## src/hw/rtl/upr_ram.sv

```systemverilog
// Generic single-write, single-read synchronous RAM with registered read.
// No dependencies.
module upr_ram #(
   parameter int WIDTH = 8,
   parameter int DEPTH = 16
) (
   input  logic                     clock,
   input  logic                     we,
   input  logic [$clog2(DEPTH)-1:0] waddr,
   input  logic [WIDTH-1:0]         wdata,
   input  logic                     re,
   input  logic [$clog2(DEPTH)-1:0] raddr,
   output logic [WIDTH-1:0]         rdata
);

   logic [WIDTH-1:0] mem_ff [DEPTH];
   logic [WIDTH-1:0] rdata_ff;

   always_ff @(posedge clock) begin
      if (we) begin
         mem_ff[waddr] <= wdata;
      end
      if (re) begin
         rdata_ff <= mem_ff[raddr];
      end
   end

   assign rdata = rdata_ff;

endmodule

```

## config.mk

```make
export PLATFORM = sky130hd
export DESIGN_NAME = upr_ram
export DESIGN_NICKNAME = d
export VERILOG_FILES = /design/src/hw/rtl/upr_ram.sv
export SDC_FILE = /design/constraint.sdc
export NUM_CORES = 1
export LEC_CHECK = 0
export BUFFER_PORTS_ARGS = -buffer_cell sky130_fd_sc_hd__buf_4
export CORE_UTILIZATION = 51
export DETAILED_ROUTE_END_ITERATION = 6
export HOLD_SLACK_MARGIN = 0.08
export PLACE_DENSITY = 0.74
export SETUP_SLACK_MARGIN = 0.3
export SYNTH_ARGS = -nofsm -noshare
export SYNTH_HDL_FRONTEND = slang
export SYNTH_SLANG_ARGS = --single-unit
```

## constraint.sdc

```tcl
create_clock -name clock -period 3.7 [get_ports clock]
set_input_delay 0.555 -clock clock [delete_from_list [all_inputs] [get_ports clock]]
set_output_delay 0.555 -clock clock [all_outputs]
set_load 0.01 [all_outputs]
```

==> run_results.csv <==
group,metric,value,unit
grt,overflow,0,
finish,num_antenna_cells,0,
sta,slew-limit-headroom,29.9,%
min_path,hold_start,"wdata[7]",
floorplan,rows,36,
sta,worst_slack,1830,ps
clock_network,cts_max_path_buffers,2,
placed_design,gp_congestion,0.807,
grt,antenna_found_initial,0,
finish,seqCellArea,4080,um2
floorplan,die_x,103,um
detailed_routing,first_pass_iters,7,
placed_design,dpl.hpwl,5.90,mm
min_path,hold_path_end,"mem_ff[6][7]",
sta,finClkSkew,6.45,ps
sta,setup_tns,0,ps
detailed_routing,wl,9.94,mm
synthesis,synthSimpleGateAreaFrac,3.14,%
clock_network,cts_tree,"done",
synthesis,synth.ff_latch_count,136,
sta,grt_setup_unrepaired,"no",
synthesis,synthAdderAreaFrac,0,%
placed_design,io_buffer_count,26,
detailed_routing,vias_per_cell,5.89,
worst_setup_path,worstPathMaxFanout,32,
pwr,ir_worst_vdd,0.000368,V
worst_setup_path,critPathRequiredTime,3960,ps
worst_setup_path,r2r_end,"rdata[1]",
placed_design,pre_cts_ws,1340,ps
min_path,hp-class,"in2reg",
clock_network,cts_max_level,4,
synthesis,synth_commonest_cells,"136 x edfxtp_1, 18 x mux4_2, 16 x a22oi_1",
clock_network,cts_root_buffer,"clkbuf_8",
sta,slew_violations,0,
floorplan,die-height,103,um
min_path,min_path_cells,1,
floorplan,start_util,53.0,%
worst_setup_path,critPathArrivalTime,2130,ps
pwr,power,3.77,mW
synthesis,synthCells,229,
clock_network,cts_resized,0,
finish,layout.nets,287,
job,drv_cap,0,
clock_network,holdBufCountCts,0,
pwr,p_leak,2.07,nW
finish,multi_input_area,1060,um2
worst_setup_path,start_kind,"input port",
floorplan,dieArea,10700,um2
worst_setup_path,r2r_setup_slack,2130,ps
synthesis,yosys.area.top_type,"edfxtp_1",
detailed_routing,num_vias,2437,
sta,finalCriticalPeriod,1870,ps
detailed_routing,wl_per_cell,24.0,um
synthesis,yosys.cell_types.count,18,
pwr,power_density,609,nW/um2
worst_setup_path,r2r-start,"mem_ff[2][1]",
finish,fin_util,62.8,%
clock_network,insertion_delay,530,ps
synthesis,synthFlopType,"edfxtp_1",
grt,grt_pass1_vias,2417,
synthesis,synth-edff-count,136,
synthesis,synth-async-reset-ratio,0,%
detailed_routing,route.detailed.drc,0,
synthesis,synth_top_area_share,78.1,%
finish,syn2layout_area_growth,18.5,%
finish,drive_gt1_share,28.5,%
sta,timing.final.crit_share,50.5,%
floorplan,io_pins,27,
synthesis,synth_compound_area_share,2.30,%
synthesis,synth_nets,248,
clock_network,clk_pin_slew,60,ps
synthesis,ys_seq_area_share,78.1,%
synthesis,yosysWarnings,0,
sta,max_freq,535,MHz
synthesis,yosysMostFrequentCell,"edfxtp_1",
synthesis,synth_top_family_by_area,"multiplexers",
synthesis,syn_area,5230,um2
detailed_routing,drt_iter0_drc,237,
worst_setup_path,path_class,"in2reg",
floorplan,core,9860,um2
sta,final-hold-violation-count,0,
clock_network,postCtsSetupRepairBufs,0,
synthesis,synth-xor-area-share,0,%
worst_setup_path,crit_path_end_kind,"flip-flop",
worst_setup_path,rr_worst_depth,3,
sta,tightest_slew,1050,ps
outcome,status,"completed",
grt,grt_max_degree,33,
grt,grt.total_usage,21.1,%
grt,grt_first_pass_wirelength,14.6,mm
clock_network,cts_buffers,17,
finish,fillers,655,
synthesis,yosys-top-cells-area,"edfxtp_1 78%, mux4_2 7.8%, mux4_1 7.0%, a22oi_1 2.3%, nor2_1 0.93%",
synthesis,synthMuxAreaShare,14.8,%
sta,report.final.setup_viol,0,
synthesis,syn_avg_cell_area,22.8,um2
detailed_routing,ant_nets,0,
clock_network,cts_sinks,136,
## final cells by class
class / instances / share of cell area (%)
Clock buffer: 18 / 6.74
Multi-Input combinational cell: 83 / 17.1
Timing Repair Buffer: 30 / 3.63
Tap cell: 133 / 2.69
Clock inverter: 14 / 3.96
Sequential cell: 136 / 65.9
## placed cells by master (no fill, tap or decap)
master,instances
mux4_1,14
nor3_1,4
inv_6,3
clkinvlp_4,1
nor2b_1,1
clkinv_2,1
a22oi_1,16
clkbuf_1,1
bufinv_16,6
nand2b_1,2
or3b_2,1
nor2_1,13
clkbuf_8,1
edfxtp_1,136
clkinv_4,3
and2b_1,1
nand3_1,1
buf_4,30
nand2_1,9
clkbuf_16,16
nand3b_1,2
and2_1,1
mux4_2,18
## logic make-up after synthesis
group | Yosys count
compound gates | 16
buf+inv | 10
flops | 136
mux | 32
simple gates | 35
## through the flow
stage	cell area [um2]	hold WS (ps)	instances
final	6200	338	414
after CTS	6200	326	414
after detailed placement	5530	750	382
after global routing	6200	326	414
after floorplan	5230	654	229
after global placement	5530	722	382
## routing by layer
layer	track usage, %	wire length (um)	vias to the layer above	share of wire [%]
met1	29.0	4160	1264	42
met2	31.5	4850	100	49
li1	-	-	1058	-
met4	8.56	144	0	1.4
met5	0	0	-	0
met3	7.12	784	15	7.9
## worst max-delay path by stage
stage / startpoint / to / slack [ps] / depth (start not counted)
3_5_place_dp: raddr[0] / rdata[1] / 1340 / 4
6_report: raddr[0] / rdata[1] / 1830 / 4
5_1_grt: raddr[0] / rdata[4] / 1780 / 4
2_1_floorplan: waddr[2] / mem_ff[0][0] / 1650 / 2
4_1_cts: raddr[0] / rdata[1] / 1840 / 4
3_3_place_gp: raddr[0] / rdata[4] / 1340 / 4
## critical path, stage by stage
cell and delay [ps]:
buf_4 470, mux4_1 640, a22oi_1 340, nand2_1 110
## state kept, by name, summed over array words and instances, names as in the netlist
register	flops
rdata	8
mem_ff	128
## power breakdown
group / internal (mW) / leakage, nW / switching (mW)
registers: 1.74 / 1.24 / 0.0105
logic: 0.0697 / 0.516 / 0.0909
clock network: 1.24 / 0.320 / 0.629
(Power assumes the default switching activity.)
