**src/hw/rtl/upr_pkg.sv**
```systemverilog
// Types and constants of the undirected pagerank engine.
// No dependencies; used by the request interface, top level, divider and checker.
package upr_pkg;

   localparam int MaxVertices   = 1024;
   localparam int VertexWidth   = 10;
   localparam int CountWidth    = 11;
   localparam int MaxEdges      = 4096;
   localparam int EdgeAddrWidth = 12;
   localparam int EdgeCntWidth  = 13;
   localparam int DegWidth      = 14;
   localparam int RankWidth     = 40;
   localparam int RankFracBits  = 32;
   localparam int DampWidth     = 16;
   localparam int IterWidth     = 8;
   localparam int DivCntWidth   = 6;
   localparam int CsrAddrWidth  = 4;
   localparam int CsrDataWidth  = 32;

   typedef enum logic [1:0] {
      OP_ADD  = 2'd0,
      OP_RUN  = 2'd1,
      OP_READ = 2'd2
   } opcode_type;

   typedef enum logic [1:0] {
      ST_OK          = 2'd0,
      ST_FULL        = 2'd1,
      ST_BAD_VERTEX  = 2'd2
   } status_type;

   typedef enum logic [1:0] {
      REG_VERTEX_COUNT = 2'd0,
      REG_DAMPING      = 2'd1,
      REG_ITERATIONS   = 2'd2
   } reg_index_type;

endpackage

```
**src/hw/rtl/upr_div.sv**
```systemverilog
// Restoring divider, one quotient bit per cycle, for rank / degree and mass / N.
// Depends on upr_pkg.
module upr_div (
   input  logic                            clock,
   input  logic                            reset,
   input  logic                            start,
   input  logic [upr_pkg::RankWidth-1:0]   dividend,
   input  logic [upr_pkg::DegWidth-1:0]    divisor,
   output logic                            done,
   output logic [upr_pkg::RankWidth-1:0]   quotient
);

   localparam logic [upr_pkg::DivCntWidth-1:0] LastStep =
      upr_pkg::DivCntWidth'(upr_pkg::RankWidth - 1);

   logic                              busy_ff, busy_in;
   logic                              done_ff, done_in;
   logic [upr_pkg::DivCntWidth-1:0]   cnt_ff, cnt_in;
   logic [upr_pkg::RankWidth-1:0]     num_ff, num_in;
   logic [upr_pkg::DegWidth-1:0]      rem_ff, rem_in;
   logic [upr_pkg::DegWidth-1:0]      den_ff, den_in;
   logic [upr_pkg::DegWidth:0]        trial;
   logic                              ge;

   always_comb begin
      trial   = {rem_ff, num_ff[upr_pkg::RankWidth-1]};
      ge      = (trial >= {1'b0, den_ff});
      busy_in = busy_ff;
      done_in = 1'b0;
      cnt_in  = cnt_ff;
      num_in  = num_ff;
      rem_in  = rem_ff;
      den_in  = den_ff;
      if (start) begin
         busy_in = 1'b1;
         cnt_in  = '0;
         num_in  = dividend;
         rem_in  = '0;
         den_in  = divisor;
      end else if (busy_ff) begin
         rem_in = ge ? upr_pkg::DegWidth'(trial - {1'b0, den_ff})
                     : trial[upr_pkg::DegWidth-1:0];
         num_in = {num_ff[upr_pkg::RankWidth-2:0], ge};
         cnt_in = cnt_ff + 1'b1;
         if (cnt_ff == LastStep) begin
            busy_in = 1'b0;
            done_in = 1'b1;
         end
      end
   end

   always_ff @(posedge clock) begin
      if (reset) begin
         busy_ff <= 1'b0;
         done_ff <= 1'b0;
      end else begin
         busy_ff <= busy_in;
         done_ff <= done_in;
      end
      cnt_ff <= cnt_in;
      num_ff <= num_in;
      rem_ff <= rem_in;
      den_ff <= den_in;
   end

   assign done     = done_ff;
   assign quotient = num_ff;

endmodule

```
**config.mk**
```make
export PLATFORM = sky130hd
export DESIGN_NAME = upr_div
export DESIGN_NICKNAME = d
export VERILOG_FILES = /design/src/hw/rtl/upr_pkg.sv /design/src/hw/rtl/upr_div.sv
export SDC_FILE = /design/constraint.sdc
export NUM_CORES = 1
export LEC_CHECK = 0
export BUFFER_PORTS_ARGS = -buffer_cell sky130_fd_sc_hd__buf_2
export CORE_ASPECT_RATIO = 0.9
export CORE_MARGIN = 1
export CORE_UTILIZATION = 50
export DETAILED_ROUTE_END_ITERATION = 6
export PLACE_DENSITY = 0.76
export SLEW_MARGIN = 20
export SYNTH_ARGS = -nofsm -noshare
export SYNTH_HDL_FRONTEND = slang
export SYNTH_SLANG_ARGS = --single-unit
```
**constraint.sdc**
```tcl
create_clock -name clock -period 5.19 [get_ports clock]
set_input_delay 1.038 -clock clock [delete_from_list [all_inputs] [get_ports clock]]
set_output_delay 1.038 -clock clock [all_outputs]
set_load 0.01 [all_outputs]
```
==> impl_metrics.env <==
export IMPL_cp_data_required_time_ps=5300
export IMPL_cts_buffer_depth=2
export IMPL_wirelength_um=7290
export IMPL_power_density_nw_per_um2=319
export IMPL_grt_pass1_vias=2724
export IMPL_die_h_um=84.0
export IMPL_grt_overflow=0
export IMPL_grt_max_degree=41
export IMPL_root_buffer="clkbuf_8"
export IMPL_setup_tns_ps=0
export IMPL_synth_cells=301
export IMPL_syn_avg_cell_area_um2=12.4
export IMPL_wl_met3_um=552
export IMPL_yosysSeqAreaShare=0.552
export IMPL_slew_viol_final=0
export IMPL_gr_usage_all_layers=0.204
export IMPL_num_vias=2632
export IMPL_ant_nets=0
export IMPL_syn_area_um2=3730
export IMPL_reg2reg_setup_slack_ps=2650
export IMPL_synthMostInstantiatedCell="edfxtp_1"
export IMPL_initial_core_util=0.522
export IMPL_gp_congestion=0.841
export IMPL_yosysTopAreaCell="edfxtp_1"
export IMPL_status="finished, final reports clean"
export IMPL_htree_levels=3
export IMPL_tightest_slew_ps=682
export IMPL_path_max_fanout=12
export IMPL_cts_post_setup_buffers_inserted=0
export IMPL_clk_latency_ps=350
export IMPL_dr_pass1_iters=4
export IMPL_wl_met1_um=3260
export IMPL_syn_to_final_growth_pct=20.5
export IMPL_report_final_setup_viol=0
export IMPL_cp_start_kind="flop"
export IMPL_worstPathArrival_ps=2650
export IMPL_wl_per_cell_um=14.6
export IMPL_critPathCapture="quotient[0]$_DFFE_PP_"
export IMPL_post_route_period_util=0.489
export IMPL_synth_warnings=0
export IMPL_fin_skew_ps=5.52
export IMPL_num_rows=29
export IMPL_portBuffers=97
export IMPL_antenna_found_initial=0
export IMPL_hold_buffers=0
export IMPL_clkSinkCount=76
export IMPL_synthArstFlopShare=0
export IMPL_critPathCaptureType="flop"
export IMPL_netlist_top_cells_count="54 x edfxtp_1, 40 x mux2_2, 22 x dfxtp_1"
export IMPL_cap_violations=0
export IMPL_hold_path_class="reg -> reg"
export IMPL_synth_edf_count=54
export IMPL_synth_ff_type="edfxtp_1"
export IMPL_relSlewSlack=0.545
export IMPL_cts_resized=0
export IMPL_critical_path_class="reg -> reg"
export IMPL_grt_pass1_wl_um=12300
export IMPL_coreArea_um2=7150
export IMPL_route_detailed_drc=0
export IMPL_ys_seq_elements=76
export IMPL_synth_cell_types=44
export IMPL_synth_area_top_cells="edfxtp_1 43%, mux2_2 12%, dfxtp_1 12%, ha_1 5.4%, xnor2_1 2.3%"
export IMPL_reg2reg_depth=7
export IMPL_nets=476
export IMPL_p_total_uw=1430
export IMPL_clock_fmax_ghz=0.394
export IMPL_die_area_um2=7810
export IMPL_period_minus_slack_ps=2540
export IMPL_syn_num_nets=375
export IMPL_dp_hpwl_um=5110
export IMPL_first_iter_violations=126
export IMPL_hold_viol=0
export IMPL_clk_pin_slew_ps=80
export IMPL_peakVddDrop_uv=180
export IMPL_pin_count=98
export IMPL_r2r_start="rem_ff[2]$_SDFFE_PP0P_"
export IMPL_rsz0062_at_grt="no"
export IMPL_wl_met2_um=3380
export IMPL_diodes=0
export IMPL_synth_top_area_share=0.434
export IMPL_cp_startpoint="rem_ff[2]$_SDFFE_PP0P_"
export IMPL_top_layer_used="met4"
export IMPL_drive_gt1_frac=0.398
export IMPL_viasPerCell=5.26
export IMPL_leakagePower_uw=0.00189
export IMPL_die_w_um=93.1
export IMPL_hold_ws_ps=482
export IMPL_cts_tree="done"
export IMPL_cts_buffers_inserted=9
export IMPL_r2r_end="quotient[0]$_DFFE_PP_"
## critical path, cell delays in order (launching register included)
cell and delay (ps):
dfxtp_1 340, ha_1 370, a21o_1 200, a21oi_1 290, a21oi_2 110, o21ai_2 180
nand2_1 380, mux2_2 420
## kinds of logic after synthesis
group,count (synthesis),share of synthesized area
multiplexers,47,0.139
buffers and inverters,28,0.0312
adder cells (fa/ha/maj),17,0.0590
AND/OR/NAND/NOR,64,0.0835
XOR/XNOR,17,0.0399
flip-flops,76,0.552
AO/OA/AOI/OAI,52,0.0945
## how the worst min path moves through the flow
stage                       startpoint                      end  slack, ps  cells after the start
2_1_floorplan  rem_ff[13]$_SDFFE_PP0P_  rem_ff[13]$_SDFFE_PP0P_        440                      2
3_3_place_gp    cnt_ff[5]$_SDFFE_PP0P_   cnt_ff[5]$_SDFFE_PP0P_        480                      2
3_5_place_dp   rem_ff[13]$_SDFFE_PP0P_  rem_ff[13]$_SDFFE_PP0P_        470                      2
4_1_cts        rem_ff[13]$_SDFFE_PP0P_  rem_ff[13]$_SDFFE_PP0P_        480                      2
5_1_grt        rem_ff[12]$_SDFFE_PP0P_  rem_ff[12]$_SDFFE_PP0P_        510                      2
6_report       rem_ff[13]$_SDFFE_PP0P_  rem_ff[13]$_SDFFE_PP0P_        480                      2
## final cells by class
cell class,instances,area [um2]
timing repair buffer,100,508
clock inverter,6,63.8
fill,575,2650
inverter,18,67.6
clock buffer,10,128
sequential,76,2060
multi-input combinational,197,1550
tap,93,116
## state kept, by name, indices dropped and copies added, names as in the netlist
| name | flops |
|---|---|
| den_ff | 14 |
| cnt_ff | 6 |
| rem_ff | 14 |
| quotient | 40 |
| done | 1 |
| busy_ff | 1 |
## stage by stage
stage | cells | utilization | cell area [um2] | setup slack (ps)
CTS | 500 | 0.629 | 4500 | 2650
global placement | 484 | 0.603 | 4310 | 2360
global route | 500 | 0.629 | 4500 | 2450
detailed placement | 484 | 0.603 | 4310 | 2340
floorplan | 301 | - | 3730 | 2480
finish | 500 | 0.629 | 4500 | 2650
## cells in the final DEF, fill, tap and decap left out, types with 3 or more instances in the layout
master    count
mux2i_1       7
nand2_1      19
mux2_2       40
xnor2_1      10
a211oi_1      8
nand3_1       3
xor2_1        7
dfxtp_1      22
nand2b_1      3
inv_1        18
buf_4         3
a21o_1        4
nor2_1       21
edfxtp_1     54
buf_2        97
clkbuf_8      9
o31ai_1       3
nand4_1       4
ha_1         16
a21oi_1      11
o21ai_0       9
## metal layers
| metal | vias to the layer above | GRT usage |
|---|---|---|
| met5 | - | 0 |
| met4 | 0 | 0.0657 |
| met3 | 12 | 0.0811 |
| met2 | 85 | 0.330 |
| met1 | 1224 | 0.248 |
| li1 | 1311 | - |
## power by group
part / switching [uW] / internal [uW]
clock network: 227 / 222
registers: 26.5 / 710
logic: 130 / 119
Note: power is estimated with default switching activity, not from simulation.
